<file path="config.mk">
export PLATFORM = sky130hd
export DESIGN_NAME = base64_line_wrapped_encoder_flat
export DESIGN_NICKNAME = d
export VERILOG_FILES = /design/src/hw/rtl/b64e_pkg.sv /design/src/hw/rtl/b64e_if.sv /design/src/hw/rtl/b64e_core.sv /design/src/hw/rtl/b64e_ser.sv /design/src/hw/rtl/base64_line_wrapped_encoder.sv /design/src/flat_wrapper.sv
export SDC_FILE = /design/constraint.sdc
export NUM_CORES = 1
export LEC_CHECK = 0
export ABC_CLOCK_PERIOD_IN_PS = 2650
export BUFFER_PORTS_ARGS = -buffer_cell sky130_fd_sc_hd__buf_2
export CORE_AREA = 2 2 93 95
export CTS_CLUSTER_SIZE = 10
export DETAILED_ROUTE_END_ITERATION = 7
export DIE_AREA = 0 0 95 97
export GPL_ROUTABILITY_DRIVEN = 0
export PLACE_DENSITY = 0.67
export SLEW_MARGIN = 15
export SYNTH_ARGS = -nofsm -noshare
export SYNTH_HDL_FRONTEND = slang
export SYNTH_SLANG_ARGS = --single-unit
</file>
<file path="constraint.sdc">
create_clock -name clock -period 2.65 [get_ports clock]
set_input_delay 0.795 -clock clock [delete_from_list [all_inputs] [get_ports clock]]
set_output_delay 0.795 -clock clock [all_outputs]
set_load 0.01 [all_outputs]
</file>
<file path="src/hw/rtl/b64e_pkg.sv">
// shared types, constants and the symbol map of the base64 line encoder
// no dependencies
package b64e_pkg;

   localparam logic       CMD_ENCODE = 1'b0;
   localparam logic       CMD_FINISH = 1'b1;

   localparam logic [7:0] DEFAULT_GROUPS_PER_LINE = 8'd19;
   localparam logic [7:0] GROUP_COUNT_MAX         = 8'd255;

   localparam logic [6:0] CHAR_UPPER_A = 7'h41;
   localparam logic [6:0] CHAR_LOWER_A = 7'h61;
   localparam logic [6:0] CHAR_DIGIT_0 = 7'h30;
   localparam logic [6:0] CHAR_PLUS    = 7'h2B;
   localparam logic [6:0] CHAR_SLASH   = 7'h2F;
   localparam logic [6:0] CHAR_PAD     = 7'h3D;
   localparam logic [6:0] CHAR_NEWLINE = 7'h0A;

   localparam int         MAX_CHARS = 3;

   typedef enum logic [2:0] {
      PHASE_IDLE = 3'b001,
      PHASE_ONE  = 3'b010,
      PHASE_TWO  = 3'b100
   } phase_type;

   typedef struct packed {
      logic [1:0]                count;
      logic [MAX_CHARS-1:0][6:0] chars;
   } burst_type;

   function automatic logic [6:0] b64_symbol(input logic [5:0] v);
      logic [6:0] c;
      if (v < 6'd26) begin
         c = CHAR_UPPER_A + {1'b0, v};
      end else if (v < 6'd52) begin
         c = CHAR_LOWER_A + ({1'b0, v} - 7'd26);
      end else if (v < 6'd62) begin
         c = CHAR_DIGIT_0 + ({1'b0, v} - 7'd52);
      end else if (v == 6'd62) begin
         c = CHAR_PLUS;
      end else begin
         c = CHAR_SLASH;
      end
      return c;
   endfunction

endpackage

</file>
<file path="src/hw/rtl/b64e_if.sv">
// valid/ready channel interfaces for the base64 line encoder
// no dependencies
interface b64e_req_if;
   logic       valid;
   logic       ready;
   logic       command;
   logic [7:0] data_byte;

   modport source (output valid, output command, output data_byte, input ready);
   modport sink (input valid, input command, input data_byte, output ready);
endinterface

interface b64e_rsp_if;
   logic       valid;
   logic       ready;
   logic [6:0] out_char;
   logic       last_of_run;

   modport source (output valid, output out_char, output last_of_run, input ready);
   modport sink (input valid, input out_char, input last_of_run, output ready);
endinterface

</file>
<file path="src/hw/rtl/b64e_core.sv">
// encoder state, line register and per-item character burst
// depends on b64e_pkg
module b64e_core
   import b64e_pkg::*;
(
   input  logic      clock,
   input  logic      reset,
   input  logic      csr_wr_en,
   input  logic [7:0] csr_wr_data,
   input  logic      fire,
   input  logic      command,
   input  logic [7:0] data_byte,
   output burst_type burst
);

   phase_type  phase_ff, phase_in;
   logic [5:0] carry_ff, carry_in;
   logic [7:0] count_ff, count_in;
   logic [7:0] gpl_ff, gpl_in;

   assign gpl_in = csr_wr_en ? csr_wr_data : gpl_ff;

   always_comb begin
      phase_in    = phase_ff;
      carry_in    = carry_ff;
      count_in    = count_ff;
      burst.count = 2'd0;
      burst.chars = '0;
      if (command == CMD_FINISH) begin
         case (phase_ff)
            PHASE_ONE: begin
               burst.count    = 2'd3;
               burst.chars[0] = b64_symbol(carry_ff);
               burst.chars[1] = CHAR_PAD;
               burst.chars[2] = CHAR_PAD;
            end
            PHASE_TWO: begin
               burst.count    = 2'd2;
               burst.chars[0] = b64_symbol(carry_ff);
               burst.chars[1] = CHAR_PAD;
            end
            default: begin
               burst.count = 2'd0;
            end
         endcase
         phase_in = PHASE_IDLE;
         carry_in = '0;
         count_in = '0;
      end else begin
         case (phase_ff)
            PHASE_ONE: begin
               burst.count    = 2'd1;
               burst.chars[0] = b64_symbol(carry_ff | {2'b00, data_byte[7:4]});
               carry_in       = {data_byte[3:0], 2'b00};
               phase_in       = PHASE_TWO;
            end
            PHASE_TWO: begin
               burst.count    = 2'd2;
               burst.chars[0] = b64_symbol(carry_ff | {4'b0000, data_byte[7:6]});
               burst.chars[1] = b64_symbol(data_byte[5:0]);
               carry_in       = '0;
               phase_in       = PHASE_IDLE;
               if (count_ff != GROUP_COUNT_MAX) begin
                  count_in = count_ff + 8'd1;
               end
            end
            default: begin
               if (count_ff >= gpl_ff) begin
                  burst.count    = 2'd2;
                  burst.chars[0] = CHAR_NEWLINE;
                  burst.chars[1] = b64_symbol(data_byte[7:2]);
                  count_in       = '0;
               end else begin
                  burst.count    = 2'd1;
                  burst.chars[0] = b64_symbol(data_byte[7:2]);
               end
               carry_in = {data_byte[1:0], 4'b0000};
               phase_in = PHASE_ONE;
            end
         endcase
      end
   end

   always_ff @(posedge clock) begin
      if (reset) begin
         phase_ff <= PHASE_IDLE;
         carry_ff <= '0;
         count_ff <= '0;
         gpl_ff   <= DEFAULT_GROUPS_PER_LINE;
      end else begin
         gpl_ff <= gpl_in;
         if (fire) begin
            phase_ff <= phase_in;
            carry_ff <= carry_in;
            count_ff <= count_in;
         end
      end
   end

   a_finish_clears: assert property (@(posedge clock) disable iff (reset)
      (fire && command == CMD_FINISH) |=> (phase_ff == PHASE_IDLE && count_ff == 8'd0
                                           && carry_ff == 6'd0))
      else $error("finish did not clear encoder state");

   a_group_count: assert property (@(posedge clock) disable iff (reset)
      (fire && command == CMD_ENCODE && phase_ff == PHASE_TWO
       && count_ff != GROUP_COUNT_MAX) |=> (count_ff == $past(count_ff) + 8'd1))
      else $error("completed group not counted");

   a_phase_legal: assert property (@(posedge clock) disable iff (reset)
      $onehot(phase_ff))
      else $error("encoder phase not one-hot");

endmodule

</file>
<file path="src/hw/rtl/b64e_ser.sv">
// result register that sends a burst of up to three characters one per cycle while rsp.ready is high
// depends on b64e_pkg and b64e_if
module b64e_ser
   import b64e_pkg::*;
(
   input  logic         clock,
   input  logic         reset,
   input  logic         load,
   input  burst_type    burst,
   output logic         free,
   b64e_rsp_if.source   rsp
);

   logic [1:0]           left_ff, left_in;
   logic [MAX_CHARS-1:0][6:0] chars_ff, chars_in;
   logic                 take;

   assign take = rsp.valid && rsp.ready;
   assign free = (left_ff == 2'd0) || (left_ff == 2'd1 && rsp.ready);

   always_comb begin
      left_in  = left_ff;
      chars_in = chars_ff;
      if (load) begin
         left_in  = burst.count;
         chars_in = burst.chars;
      end else if (take) begin
         left_in     = left_ff - 2'd1;
         chars_in[0] = chars_ff[1];
         chars_in[1] = chars_ff[2];
      end
   end

   always_ff @(posedge clock) begin
      if (reset) begin
         left_ff <= '0;
      end else begin
         left_ff <= left_in;
      end
   end

   always_ff @(posedge clock) begin
      chars_ff <= chars_in;
   end

   assign rsp.valid       = (left_ff != 2'd0);
   assign rsp.out_char    = chars_ff[0];
   assign rsp.last_of_run = (left_ff == 2'd1);

   a_quiet_after_reset: assert property (@(posedge clock)
      reset |=> !rsp.valid)
      else $error("item shown right after reset");

   a_load_when_free: assert property (@(posedge clock) disable iff (reset)
      load |-> (!rsp.valid || (take && rsp.last_of_run)))
      else $error("burst loaded over pending characters");

   a_run_ends: assert property (@(posedge clock) disable iff (reset)
      (take && rsp.last_of_run && !load) |=> !rsp.valid)
      else $error("characters after last of run");

endmodule

</file>
<file path="src/hw/rtl/base64_line_wrapped_encoder.sv">
// base64 encoder with line wrapping: top level
// latency: the first character of an item is offered the cycle after it is accepted
// throughput: one character per cycle while rsp_ch.ready is high; an item holds the port until
// its last character is taken, and the next item is taken with that last character
// reset: phase, carry and group count cleared, groups per line set to 19
module base64_line_wrapped_encoder
   import b64e_pkg::*;
(
   input  logic        clock,
   input  logic        reset,
   b64e_req_if.sink    req_ch,
   b64e_rsp_if.source  rsp_ch,
   input  logic        csr_wr_en,
   input  logic [7:0]  csr_wr_data
);

   burst_type burst;
   logic      free;
   logic      fire;

   assign req_ch.ready = free;
   assign fire         = req_ch.valid && free;

   b64e_core u_core (
      .clock       (clock),
      .reset       (reset),
      .csr_wr_en   (csr_wr_en),
      .csr_wr_data (csr_wr_data),
      .fire        (fire),
      .command     (req_ch.command),
      .data_byte   (req_ch.data_byte),
      .burst       (burst)
   );

   b64e_ser u_ser (
      .clock (clock),
      .reset (reset),
      .load  (fire),
      .burst (burst),
      .free  (free),
      .rsp   (rsp_ch)
   );

endmodule
</file>
<file path="src/flat_wrapper.sv">
// flat-port wrapper written by rule: the top's interface ports become plain ports
module base64_line_wrapped_encoder_flat import b64e_pkg::*;
  (clock, reset, csr_wr_en, csr_wr_data, req_ch_valid, req_ch_command, req_ch_data_byte, req_ch_ready, rsp_ch_valid, rsp_ch_out_char, rsp_ch_last_of_run, rsp_ch_ready);
  b64e_req_if req_ch_i ();
  b64e_rsp_if rsp_ch_i ();
  input  logic clock;
  input  logic reset;
  input  logic csr_wr_en;
  input  logic [7:0] csr_wr_data;
  input wire logic [$bits(req_ch_i.valid)-1:0] req_ch_valid;
  input wire logic [$bits(req_ch_i.command)-1:0] req_ch_command;
  input wire logic [$bits(req_ch_i.data_byte)-1:0] req_ch_data_byte;
  output wire logic [$bits(req_ch_i.ready)-1:0] req_ch_ready;
  output wire logic [$bits(rsp_ch_i.valid)-1:0] rsp_ch_valid;
  output wire logic [$bits(rsp_ch_i.out_char)-1:0] rsp_ch_out_char;
  output wire logic [$bits(rsp_ch_i.last_of_run)-1:0] rsp_ch_last_of_run;
  input wire logic [$bits(rsp_ch_i.ready)-1:0] rsp_ch_ready;
  assign req_ch_i.valid = req_ch_valid;
  assign req_ch_i.command = req_ch_command;
  assign req_ch_i.data_byte = req_ch_data_byte;
  assign req_ch_ready = req_ch_i.ready;
  assign rsp_ch_valid = rsp_ch_i.valid;
  assign rsp_ch_out_char = rsp_ch_i.out_char;
  assign rsp_ch_last_of_run = rsp_ch_i.last_of_run;
  assign rsp_ch_i.ready = rsp_ch_ready;
  base64_line_wrapped_encoder u_core (.clock(clock), .reset(reset), .req_ch(req_ch_i), .rsp_ch(rsp_ch_i), .csr_wr_en(csr_wr_en), .csr_wr_data(csr_wr_data));
endmodule
</file>
==> results.ini, run 1 <==
[global_routing]
grt_pass1_vias = 3825
total_global_route_track_usage_pct = 25.0
antenna_violations_before_repair = 0
gr-total-overflow = 0
pin_count_of_the_biggest_net_entering_global_routing = 23
grt_first_pass_wirelength_um = 18600

[sta]
finalCritPeriodShare_pct = 96.7
worst-slew-pin-transition_ns = 0.617
report.final.setup_viol = 0
hold_ws_ns = 0.492
finClkSkew_ns = 0.00577
achievable-frequency_ghz = 0.390
totalNegativeSetupSlack_ns = 0
rsz0062_at_grt = no
timing.max_slew.rel_slack_pct = 58.6
timing.final.hold_violations = 0
timing.final.max_slew_violations = 0
final_period_minus_worst_setup_slack_ns = 2.56

[routing]
route.detailed.drc = 0
antenna_violating_nets_post_route = 0
wire_per_inst_um = 16.6
drt-pass1-iter-count = 5
first_iter_violations = 541
vias_per_cell = 6.09
drt_wl_total_um = 11200
vias = 4104

[layout]
antenna_cells = 0
fin_util_pct = 54.8
layout.cells.most_common = sky130_fd_sc_hd__buf_4
multi_input_comb_area_um2 = 2530
layout_common_cells = sky130_fd_sc_hd__buf_4 (59), sky130_fd_sc_hd__nor2_1 (52), sky130_fd_sc_hd__nand2_1 (44), sky130_fd_sc_hd__a21oi_1 (43), sky130_fd_sc_hd__o21ai_0 (38)
area_growth_pct = 17.4
layout.nets = 618
ff_latch_area_um2 = 951
final_layout_size_suffix_gt1_share_pct = 19.7
layout.filler_cells = 781

[logic_synthesis]
synth-edff-count = 15
synthSimpleGateAreaFrac_pct = 22.8
synth-xor-area-share_pct = 1.84
ys_ff_latch = 40
yosys_warnings = 0
postSynth.topFlopCell = sky130_fd_sc_hd__dfxtp_1
syn-mean-instance-area_um2 = 7.46
synth.cell_area_um2 = 3800
ys_async_sr_fraction_pct = 0
syn-num-nets = 559
yosysUniqueCellTypes = 67
seq_area_frac_synth_pct = 25.0
synth-compound-area-share_pct = 30.4
muxShareOfSynthArea_pct = 2.37
synth-adder-area-share_pct = 9.22
dominant_combinational_cell_family_by_area_after_synthesis = compound AO/OA/AOI/OAI gates
syn-instance-count = 509

[power]
leakagePower_nw = 1.79
power.internal_w = 0.00128
cellPowerDensity_nw_per_um2 = 429
power.share.switching_pct = 33.0
part_of_the_total_power_dissipated_in_combinational_logic_pct = 34.2
ir_drop_v = 0.000238
design_power_total_w = 0.00191
seq_power_share_pct = 39.9
switching_component_of_the_power_w = 0.000633
clock_power_share_pct = 25.8

[floorplan]
initial_core_util_pct = 46.7
die_area_um2 = 9220
die-width_um = 95
die_h_um = 97
io_pins = 32
placementRows = 33
coreArea_um2 = 8130

[clock_tree]
cts.reportedPaths.clkPinSlew_ns = 0.08
max-clock-path-buffers = 2
clk_latency_ns = 0.29
cts_buffers = 5
cts_sinks = 40
hold_buffers = 0
clock-root-buffer = sky130_fd_sc_hd__clkbuf_8
clock_tree_from_tritoncts = yes
htreeDepth = 2

[worst_setup_path]
setup.worst_path.class = in2reg
cp-end-kind = flip-flop
worstPathArrival_ns = 2.61
critical_path_required_ns = 2.70
worst_setup_path_start_kind = primary input
timing.critical_path.fanout_max = 6

[placement]
io_buffers = 31
detailed_place_hpwl_um = 8700

[min_path]
min_path_type = reg2reg

[run_status]
status = finished, final reports clean

[job]
maxCapViolations = 0

[flip-flops by register name, indices dropped and copies added, names as in the netlist]
register / flops
u_core.u_core.carry_ff: 4
u_core.u_core.count_ff: 8
u_core.u_core.gpl_ff: 8
u_core.u_core.phase_ff: 3
u_core.u_ser.chars_ff: 8
u_core.u_ser.left_ff: 2
u_core.u_ser.rsp.out_char: 7
[Yosys cell counts, drive strengths merged (3+ instances only)]
cell / n / area [um2]
a2111oi: 3 / 45.1
a211oi: 13 / 103
a21o: 3 / 22.5
a21oi: 44 / 224
a22oi: 5 / 37.5
a2bb2oi: 3 / 26.3
a31oi: 9 / 56.3
and2: 3 / 18.8
and3: 4 / 25.0
buf: 24 / 146
clkbuf: 15 / 56.3
dfxtp: 25 / 500
edfxtp: 15 / 450
ha: 28 / 350
inv: 31 / 116
mux2i: 9 / 90.1
nand2: 44 / 165
nand2b: 5 / 38.8
nand3: 25 / 125
nand4: 5 / 31.3
nor2: 52 / 195
nor2b: 6 / 37.5
nor3: 24 / 120
o211ai: 8 / 60.1
o21a: 4 / 30.0
o21ai: 40 / 200
o221ai: 3 / 32.5
o22a: 3 / 27.5
o22ai: 6 / 37.5
o311ai: 4 / 35.0
o31ai: 4 / 30.0
or2: 3 / 21.3
or3: 4 / 25.0
or4: 3 / 26.3
xnor2: 7 / 61.3
[cells by family (layout without fill, tap and decap cells)]
logic type	after synthesis	count (layout)
and+or+nand+nor	182	182
DFF	40	40
AOI/OAI and AO/OA	172	172
muxes	9	9
adders and majority gates	28	28
buffers and inverters	70	130
xor gates and xnor gates	8	8
[critical path, cell delays in order]
cell	delay [ns]
sky130_fd_sc_hd__buf_2	0.13
sky130_fd_sc_hd__inv_1	0.08
sky130_fd_sc_hd__ha_1	0.25
sky130_fd_sc_hd__a211o_1	0.36
sky130_fd_sc_hd__nand2_1	0.20
sky130_fd_sc_hd__nor3_1	0.07
sky130_fd_sc_hd__o21ai_0	0.36
sky130_fd_sc_hd__a31oi_1	0.16
sky130_fd_sc_hd__o22a_2	0.21
[layer usage]
metal  GRT usage (%)  up-vias  routed length [um]  part of all wire, %
met5               0        -                   0                    0
met4            6.80        0                 310                  2.8
met3            3.43       34                 857                  7.7
met2            38.2      196                4910                   44
met1            36.6     1874                5120                   46
li1                -     2000                   -                    -
[power by group through the flow]
stage	logic (W)	clock network (W)	registers [W]
final	0.000655	0.000495	0.000765
after floorplan	0.000447	0	0.000767
after detailed placement	0.000642	0	0.000778
after global routing	0.000728	0.000528	0.000775
after CTS	0.000646	0.000502	0.000764
after global placement	0.000632	0	0.000777
[final timing paths]
path / from / endpoint / slack, ns / cells past startpoint
min: u_core.u_core.gpl_ff[1]$_SDFFE_PP1P_ / u_core.u_core.gpl_ff[1]$_SDFFE_PP1P_ / 0.49 / 2
max reg2reg: u_core.u_core.count_ff[0]$_SDFFE_PP0P_ / u_core.u_ser.rsp.out_char[3]$_DFFE_PP_ / 0.27 / 8
min reg2reg: u_core.u_core.gpl_ff[1]$_SDFFE_PP1P_ / u_core.u_core.gpl_ff[1]$_SDFFE_PP1P_ / 0.49 / 2
max: req_ch_data_byte[4] / u_core.u_ser.rsp.out_char[1]$_DFFE_PP_ / 0.09 / 9
[stage by stage]
| step | area (um2) | setup slack [ns] | std cells |
|---|---|---|---|
| floorplan | 3800 | 0.000239 | 509 |
| global placement | 4350 | -0.0826 | 666 |
| detailed placement | 4350 | -0.127 | 666 |
| CTS | 4460 | 0.141 | 674 |
| global route | 4460 | 0.0173 | 674 |
| finish | 4460 | 0.0861 | 674 |
[final cells by class]
cell class / count / area share [%]
clock inverter: 3 / 0.954
inverter: 31 / 2.61
sequential: 40 / 21.3
timing repair buffer: 91 / 13.9
clock buffer: 5 / 1.54
tap: 105 / 2.95
multi-input combinational: 399 / 56.8
[what timing repair did]
action | 4_1_cts | 5_1_grt
setup endpoints to repair | 0 | 2
buffers inserted | 0 | 0
resized for setup | 0 | 1
No activity file was read; power rests on OpenSTA's default activity.
==> run 2: changes to the inputs <==
--- a/config.mk
+++ b/config.mk
@@ -12,6 +12,7 @@
 export DETAILED_ROUTE_END_ITERATION = 7
 export DIE_AREA = 0 0 95 97
 export GPL_ROUTABILITY_DRIVEN = 0
+export MAX_ROUTING_LAYER = met4
 export PLACE_DENSITY = 0.67
 export SLEW_MARGIN = 15
 export SYNTH_ARGS = -nofsm -noshare
==> run 2 against run 1 <==
Compared with the run above:
- clock-buffer cell count stayed put
- flip-flop and latch count stayed put
- non-clock buffer count stayed put
- critical path depth stayed put
- combinational power hardly changed
- final cell count stayed put
- register-to-register slack hardly changed
- fmax is 0.98% higher
- hold slack worse by 0.0038 ns
- critical endpoint unchanged
- largest cell class unchanged
- largest power group unchanged
==> results.ini, run 2 (synthesis results as in run 1) <==
[power]
seq_power_share_pct = 39.9  ; about the same
design_power_total_w = 0.00192  ; about the same
switching_component_of_the_power_w = 0.000633  ; about the same
clock_power_share_pct = 25.9  ; about the same
cellPowerDensity_nw_per_um2 = 429  ; about the same
leakagePower_nw = 1.79  ; unchanged
power.share.switching_pct = 33.1  ; about the same
part_of_the_total_power_dissipated_in_combinational_logic_pct = 34.2  ; about the same
power.internal_w = 0.00128  ; about the same
ir_drop_v = 0.000239  ; +0.16%

[worst_setup_path]
worst_setup_path_start_kind = primary input
setup.worst_path.class = in2reg
timing.critical_path.fanout_max = 6  ; unchanged
critical_path_required_ns = 2.70  ; about the same
worst_path_max_delay_cell = sky130_fd_sc_hd__a211o_1
cp-end-kind = flip-flop
cp-startpoint = req_ch_data_byte[4]
critical_path_cell_list = buf_2 > inv_1 > ha_1 > a211o_1 > nand2_1 > nor3_1 > o21ai_0 > a31oi_1 > o22a_2
worstPathArrival_ns = 2.59  ; -0.02 ns
r2r-start = u_core.u_core.count_ff[0]$_SDFFE_PP0P_
critical_path.max_stage_delay_ns = 0.36  ; about the same
reg2regPathDepth = 8  ; unchanged

[routing]
vias = 4113  ; +0.22%
drt_wl_total_um = 11200  ; about the same
first_iter_violations = 529  ; -2.2%
vias_per_cell = 6.10  ; +0.22%
drt-pass1-iter-count = 5  ; unchanged
antenna_violating_nets_post_route = 0  ; unchanged
route.detailed.drc = 0  ; unchanged
wire_per_inst_um = 16.6  ; about the same

[sta]
timing.final.hold_violations = 0  ; unchanged
achievable-frequency_ghz = 0.394  ; +0.98%
timing.max_slew.rel_slack_pct = 59.1  ; +0.50 points
rsz0062_at_grt = no
worst-slew-pin-transition_ns = 0.609  ; -0.00748 ns
timing.final.max_slew_violations = 0  ; unchanged
report.final.setup_viol = 0  ; unchanged
totalNegativeSetupSlack_ns = 0  ; unchanged
finClkSkew_ns = 0.00578  ; +0.0000102 ns
hold_ws_ns = 0.488  ; -0.00377 ns
final_period_minus_worst_setup_slack_ns = 2.54  ; -0.0249 ns
finalCritPeriodShare_pct = 95.8  ; -0.94 points
layout_setup_ws_ns = 0.111  ; +0.0249 ns

[global_routing]
grt_first_pass_wirelength_um = 18500  ; -0.22%
grt_pass1_vias = 3837  ; +0.31%
antenna_violations_before_repair = 0  ; unchanged
pin_count_of_the_biggest_net_entering_global_routing = 23  ; unchanged
total_global_route_track_usage_pct = 25.6  ; +0.62 points
gr-total-overflow = 0  ; unchanged

[placement]
detailed_place_hpwl_um = 8700  ; unchanged
dp_slack_ns = -0.127  ; unchanged
io_buffers = 31  ; unchanged
place.detailed.instances = 666  ; unchanged

[clock_tree]
max-clock-path-buffers = 2  ; unchanged
clock-root-buffer = sky130_fd_sc_hd__clkbuf_8
cts_sinks = 40  ; unchanged
clock_tree_from_tritoncts = yes
htreeDepth = 2  ; unchanged
clk_latency_ns = 0.29  ; about the same
cts_buffers = 5  ; unchanged
cts.reportedPaths.clkPinSlew_ns = 0.08  ; about the same
hold_buffers = 0  ; unchanged

[layout]
antenna_cells = 0  ; unchanged
stdcell_count = 674  ; unchanged
layout.nets = 618  ; unchanged
layout_common_cells = sky130_fd_sc_hd__buf_4 (59), sky130_fd_sc_hd__nor2_1 (52), sky130_fd_sc_hd__nand2_1 (44), sky130_fd_sc_hd__a21oi_1 (43), sky130_fd_sc_hd__o21ai_0 (38)
registers_with_the_most_flip_flops = u_core.u_core.count_ff: 8 flops, u_core.u_core.gpl_ff: 8 flops, u_core.u_ser.chars_ff: 8 flops
layout.cells.most_common = sky130_fd_sc_hd__buf_4
area_growth_pct = 17.4  ; unchanged
final_layout_size_suffix_gt1_share_pct = 19.7  ; unchanged

[floorplan]
coreArea_um2 = 8130  ; unchanged
placementRows = 33  ; unchanged
initial_core_util_pct = 46.7  ; unchanged
die_area_um2 = 9220  ; unchanged
die_h_um = 97  ; unchanged
die-width_um = 95  ; unchanged
io_pins = 32  ; unchanged

[min_path]
worstHoldStart = u_core.u_core.gpl_ff[1]$_SDFFE_PP1P_
hold_depth = 2  ; unchanged
min_path_type = reg2reg

[job]
maxCapViolations = 0  ; unchanged

[run_status]
status = finished, final reports clean

[run 2: cell counts in the layout (fill, tap and decap cells not counted)]
Identical to the previous run, type by type.
[run 2: routing by layer]
layer | vias up | share of wire (%) | global-route usage [%]
li1 | 1998 | - | -
met4 | 0 | 2.8 | 7.02
met3 | 32 | 8.0 | 3.27
met1 | 1885 | 45 | 36.4
met2 | 198 | 44 | 38.2
met5 | - | 0 | -
[run 2: per-stage QoR]
| stage | area [um2] | util (%) |
|---|---|---|
| 2_1_floorplan | 3800 | - |
| 3_3_place_gp | 4350 | 53.5 |
| 3_5_place_dp | 4350 | 53.5 |
| 4_1_cts | 4460 | 54.8 |
| 5_1_grt | 4460 | 54.8 |
| 6_report | 4460 | 54.8 |
[run 2: power by group through the flow]
stage          clock [W]  sequential [W]  combinational (W)
2_1_floorplan          0        0.000767           0.000447
3_3_place_gp           0        0.000777           0.000632
3_5_place_dp           0        0.000778           0.000642
4_1_cts         0.000502        0.000764           0.000646
5_1_grt         0.000528        0.000775           0.000727
6_report        0.000495        0.000765           0.000655
[run 2: worst paths after layout]
check / to / slack, ns
setup / recovery: u_core.u_ser.rsp.out_char[1]$_DFFE_PP_ / 0.11
hold / removal: u_core.u_core.gpl_ff[1]$_SDFFE_PP1P_ / 0.49
setup reg to reg: u_core.u_ser.rsp.out_char[3]$_DFFE_PP_ / 0.26
hold reg to reg: u_core.u_core.gpl_ff[1]$_SDFFE_PP1P_ / 0.49
[run 2: critical path: cells and delay by family]
family | cells | cell delay, ns
and+or+nand+nor | 2 | 0.27
AOI/OAI and AO/OA | 4 | 1.06
buffers and inverters | 2 | 0.21
adders and majority gates | 1 | 0.25
[run 2: cell type report]
type | count | area, um2
Fill cell | 781 | 3670
Multi-Input combinational cell | 399 | 2530
Sequential cell | 40 | 951
Timing Repair Buffer | 91 | 618
Tap cell | 105 | 131
Inverter | 31 | 116
Clock buffer | 5 | 68.8
Clock inverter | 3 | 42.5
[run 2: timing repair]
item | in CTS | in global routing
buffers inserted | 0 | 0
endpoints found under the setup margin | 0 | 2
resized for setup | 0 | 1
==> run 3: changes to the inputs <==
--- a/config.mk
+++ b/config.mk
@@ -5,7 +5,7 @@
 export SDC_FILE = /design/constraint.sdc
 export NUM_CORES = 1
 export LEC_CHECK = 0
-export ABC_CLOCK_PERIOD_IN_PS = 2650
+export ABC_CLOCK_PERIOD_IN_PS = 2400
 export BUFFER_PORTS_ARGS = -buffer_cell sky130_fd_sc_hd__buf_2
 export CORE_AREA = 2 2 93 95
 export CTS_CLUSTER_SIZE = 10
@@ -13,7 +13,7 @@
 export DIE_AREA = 0 0 95 97
 export GPL_ROUTABILITY_DRIVEN = 0
 export MAX_ROUTING_LAYER = met4
-export PLACE_DENSITY = 0.67
+export RECOVER_POWER = 50
 export SLEW_MARGIN = 15
 export SYNTH_ARGS = -nofsm -noshare
 export SYNTH_HDL_FRONTEND = slang
==> constraint.sdc (replaced) <==
create_clock -name clock -period 2.4 [get_ports clock]
set_input_delay 0.72 -clock clock [delete_from_list [all_inputs] [get_ports clock]]
set_output_delay 0.72 -clock clock [all_outputs]
set_load 0.01 [all_outputs]
==> run 3 against run 2 <==
Compared with the run above:
- wire length is 6.6% higher
- register-to-register slack got worse by 0.14 ns
- via count increased by 1.6%
- die area is the same
- sequential power up 12%
- sequential share of layout area shrank 0.91 points
- final cell count rose by 3.3%
- critical path depth did not move
- critical path type is now reg2reg
- largest cell class unchanged
==> results.ini, run 3 (synthesis results as in run 1) <==
[run_status]
status = finished, final reports clean

[floorplan]
coreArea_um2 = 8130  ; unchanged
placementRows = 33  ; unchanged
io_pins = 32  ; unchanged
die_area_um2 = 9220  ; unchanged
die_h_um = 97  ; unchanged
initial_core_util_pct = 46.7  ; unchanged
die-width_um = 95  ; unchanged

[global_routing]
pin_count_of_the_biggest_net_entering_global_routing = 27  ; +17%
gr-total-overflow = 0  ; unchanged
antenna_violations_before_repair = 0  ; unchanged
grt_first_pass_wirelength_um = 19500  ; +5.4%
grt_pass1_vias = 3849  ; +0.31%
total_global_route_track_usage_pct = 27.5  ; +1.8 points

[worst_setup_path]
reg2regPathDepth = 9  ; +1
setup.worst_path.class = reg2reg
worstPathArrival_ns = 2.37  ; -0.22 ns
regToRegSetupSlack_ns = 0.12  ; -0.14 ns
cp-end-kind = flip-flop
worst_setup_path_start_kind = flip-flop
r2r-start = u_core.u_core.carry_ff[3]$_SDFFE_PP0P_
critical_path_required_ns = 2.49  ; -0.21 ns
cp-startpoint = u_core.u_core.carry_ff[3]$_SDFFE_PP0P_
timing.critical_path.fanout_max = 6  ; unchanged
terminus_of_the_critical_flop_to_flop_path = u_core.u_ser.rsp.out_char[3]$_DFFE_PP_
worst_setup_path_endpoint = u_core.u_ser.rsp.out_char[3]$_DFFE_PP_

[sta]
finClkSkew_ns = 0.00741  ; +0.00163 ns
rsz0062_at_grt = no
worst-slew-pin-transition_ns = 1.09  ; +0.482 ns
hold_ws_ns = 0.502  ; +0.0140 ns
timing.max_slew.rel_slack_pct = 27.2  ; -32 points
timing.final.max_slew_violations = 0  ; unchanged
final_period_minus_worst_setup_slack_ns = 2.28
report.final.setup_viol = 0  ; unchanged
timing.final.hold_violations = 0  ; unchanged
achievable-frequency_ghz = 0.440
layout_setup_ws_ns = 0.125  ; +0.0137 ns
finalCritPeriodShare_pct = 94.8

[clock_tree]
cts_sinks = 40  ; unchanged
hold_buffers = 0  ; unchanged
max-clock-path-buffers = 2  ; unchanged
postCtsSetupBuffers = 0  ; unchanged
cts_buffers = 5  ; unchanged
clk_latency_ns = 0.30  ; about the same
cts_resized = 0  ; unchanged
clock-root-buffer = sky130_fd_sc_hd__clkbuf_8
htreeDepth = 2  ; unchanged
cts.reportedPaths.clkPinSlew_ns = 0.08  ; about the same
clock_tree_from_tritoncts = yes

[routing]
route.detailed.drc = 0  ; unchanged
drt_wl_total_um = 11900  ; +6.6%
first_iter_violations = 312  ; -41%
vias = 4179  ; +1.6%
wire_per_inst_um = 17.2  ; +3.2%
antenna_violating_nets_post_route = 0  ; unchanged
vias_per_cell = 6.00  ; -1.6%
drt-pass1-iter-count = 6  ; +1

[layout]
fin_util_pct = 57.3  ; +2.4 points
layout_common_cells = sky130_fd_sc_hd__buf_4 (78), sky130_fd_sc_hd__nor2_1 (52), sky130_fd_sc_hd__nand2_1 (43), sky130_fd_sc_hd__a21oi_1 (42), sky130_fd_sc_hd__o21ai_0 (36)
registers_with_the_most_flip_flops = u_core.u_core.count_ff: 8 flops, u_core.u_core.gpl_ff: 8 flops, u_core.u_ser.chars_ff: 8 flops
area_growth_pct = 22.6
antenna_cells = 0  ; unchanged
final_layout_size_suffix_gt1_share_pct = 22.5  ; +2.8 points
layout.nets = 640  ; +3.6%
layout.cells.most_common = sky130_fd_sc_hd__buf_4

[job]
maxCapViolations = 0  ; unchanged

[power]
ir_drop_v = 0.000236  ; -1.2%
clock_power_share_pct = 22.3  ; -3.6 points
part_of_the_total_power_dissipated_in_combinational_logic_pct = 36.7  ; +2.5 points
power.share.switching_pct = 34.8  ; +1.7 points
cellPowerDensity_nw_per_um2 = 447  ; +4.0%
leakagePower_nw = 1.87  ; +4.1%
design_power_total_w = 0.00208  ; +8.6%
switching_component_of_the_power_w = 0.000724  ; +14%
seq_power_share_pct = 41.0  ; +1.1 points
power.internal_w = 0.00136  ; +5.7%

[placement]
detailed_place_hpwl_um = 9260  ; +6.5%
dp_slack_ns = -0.204  ; -0.0768 ns
io_buffers = 31  ; unchanged

[min_path]
min_path_type = reg2reg

run 3: cell types whose count changed in the layout (fill, tap and decap cells not counted), sizes merged:
| cell | delta |
|---|---|
| clkinvlp | -1 |
| clkbuf | +13 |
| bufinv | -1 |
| buf | +11 |
run 3: power by group through the flow:
| stage | logic [W] | registers (W) | clock network [W] |
|---|---|---|---|
| detailed placement | 0.000762 | 0.000865 | 0 |
| floorplan | 0.000505 | 0.000847 | 0 |
| CTS | 0.000767 | 0.000850 | 0.000474 |
| global route | 0.000835 | 0.000862 | 0.000498 |
| finish | 0.000763 | 0.000853 | 0.000464 |
| global placement | 0.000754 | 0.000864 | 0 |
run 3: area by class of cell:
type / instances / area, um2
Clock buffer: 7 / 86.3
Clock inverter: 1 / 3.75
Fill cell: 771 / 3480
Inverter: 31 / 119
Multi-Input combinational cell: 399 / 2590
Sequential cell: 40 / 951
Tap cell: 105 / 131
Timing Repair Buffer: 113 / 777
run 3: worst max-delay path, cell delays in order (launching register included):
cell	delay, ns
sky130_fd_sc_hd__dfxtp_1	0.35
sky130_fd_sc_hd__buf_4	0.17
sky130_fd_sc_hd__buf_4	0.16
sky130_fd_sc_hd__ha_1	0.21
sky130_fd_sc_hd__a21oi_2	0.16
sky130_fd_sc_hd__buf_4	0.17
sky130_fd_sc_hd__nor2_1	0.06
sky130_fd_sc_hd__a2111oi_0	0.52
sky130_fd_sc_hd__a211oi_1	0.09
sky130_fd_sc_hd__o211ai_1	0.18
run 3: stage by stage:
step | instances | instance area (um2) | setup TNS (ns)
2_1_floorplan | 509 | 3870 | 0
3_3_place_gp | 688 | 4580 | -1.44
3_5_place_dp | 688 | 4580 | -1.75
4_1_cts | 696 | 4670 | 0
5_1_grt | 696 | 4660 | 0
6_report | 696 | 4660 | 0
run 3: worst min path at each step:
stage,startpoint,end,depth (start not counted)
finish,u_core.u_core.gpl_ff[0]$_SDFFE_PP1P_,u_core.u_core.gpl_ff[0]$_SDFFE_PP1P_,2
global route,u_core.u_core.gpl_ff[5]$_SDFFE_PP0P_,u_core.u_core.gpl_ff[5]$_SDFFE_PP0P_,2
CTS,u_core.u_core.gpl_ff[4]$_SDFFE_PP1P_,u_core.u_core.gpl_ff[4]$_SDFFE_PP1P_,2
detailed placement,u_core.u_core.gpl_ff[5]$_SDFFE_PP0P_,u_core.u_core.gpl_ff[5]$_SDFFE_PP0P_,2
global placement,u_core.u_core.gpl_ff[0]$_SDFFE_PP1P_,u_core.u_core.gpl_ff[0]$_SDFFE_PP1P_,2
floorplan,u_core.u_core.gpl_ff[0]$_SDFFE_PP1P_,u_core.u_core.gpl_ff[0]$_SDFFE_PP1P_,2
run 3: routing by layer:
layer | part of all wire [%] | GRT usage [%] | vias to the layer above
met5 | 0 | - | -
met4 | 1.9 | 7.25 | 0
met3 | 8.5 | 3.50 | 17
met2 | 45 | 40.7 | 202
met1 | 45 | 39.4 | 1913
li1 | - | - | 2047
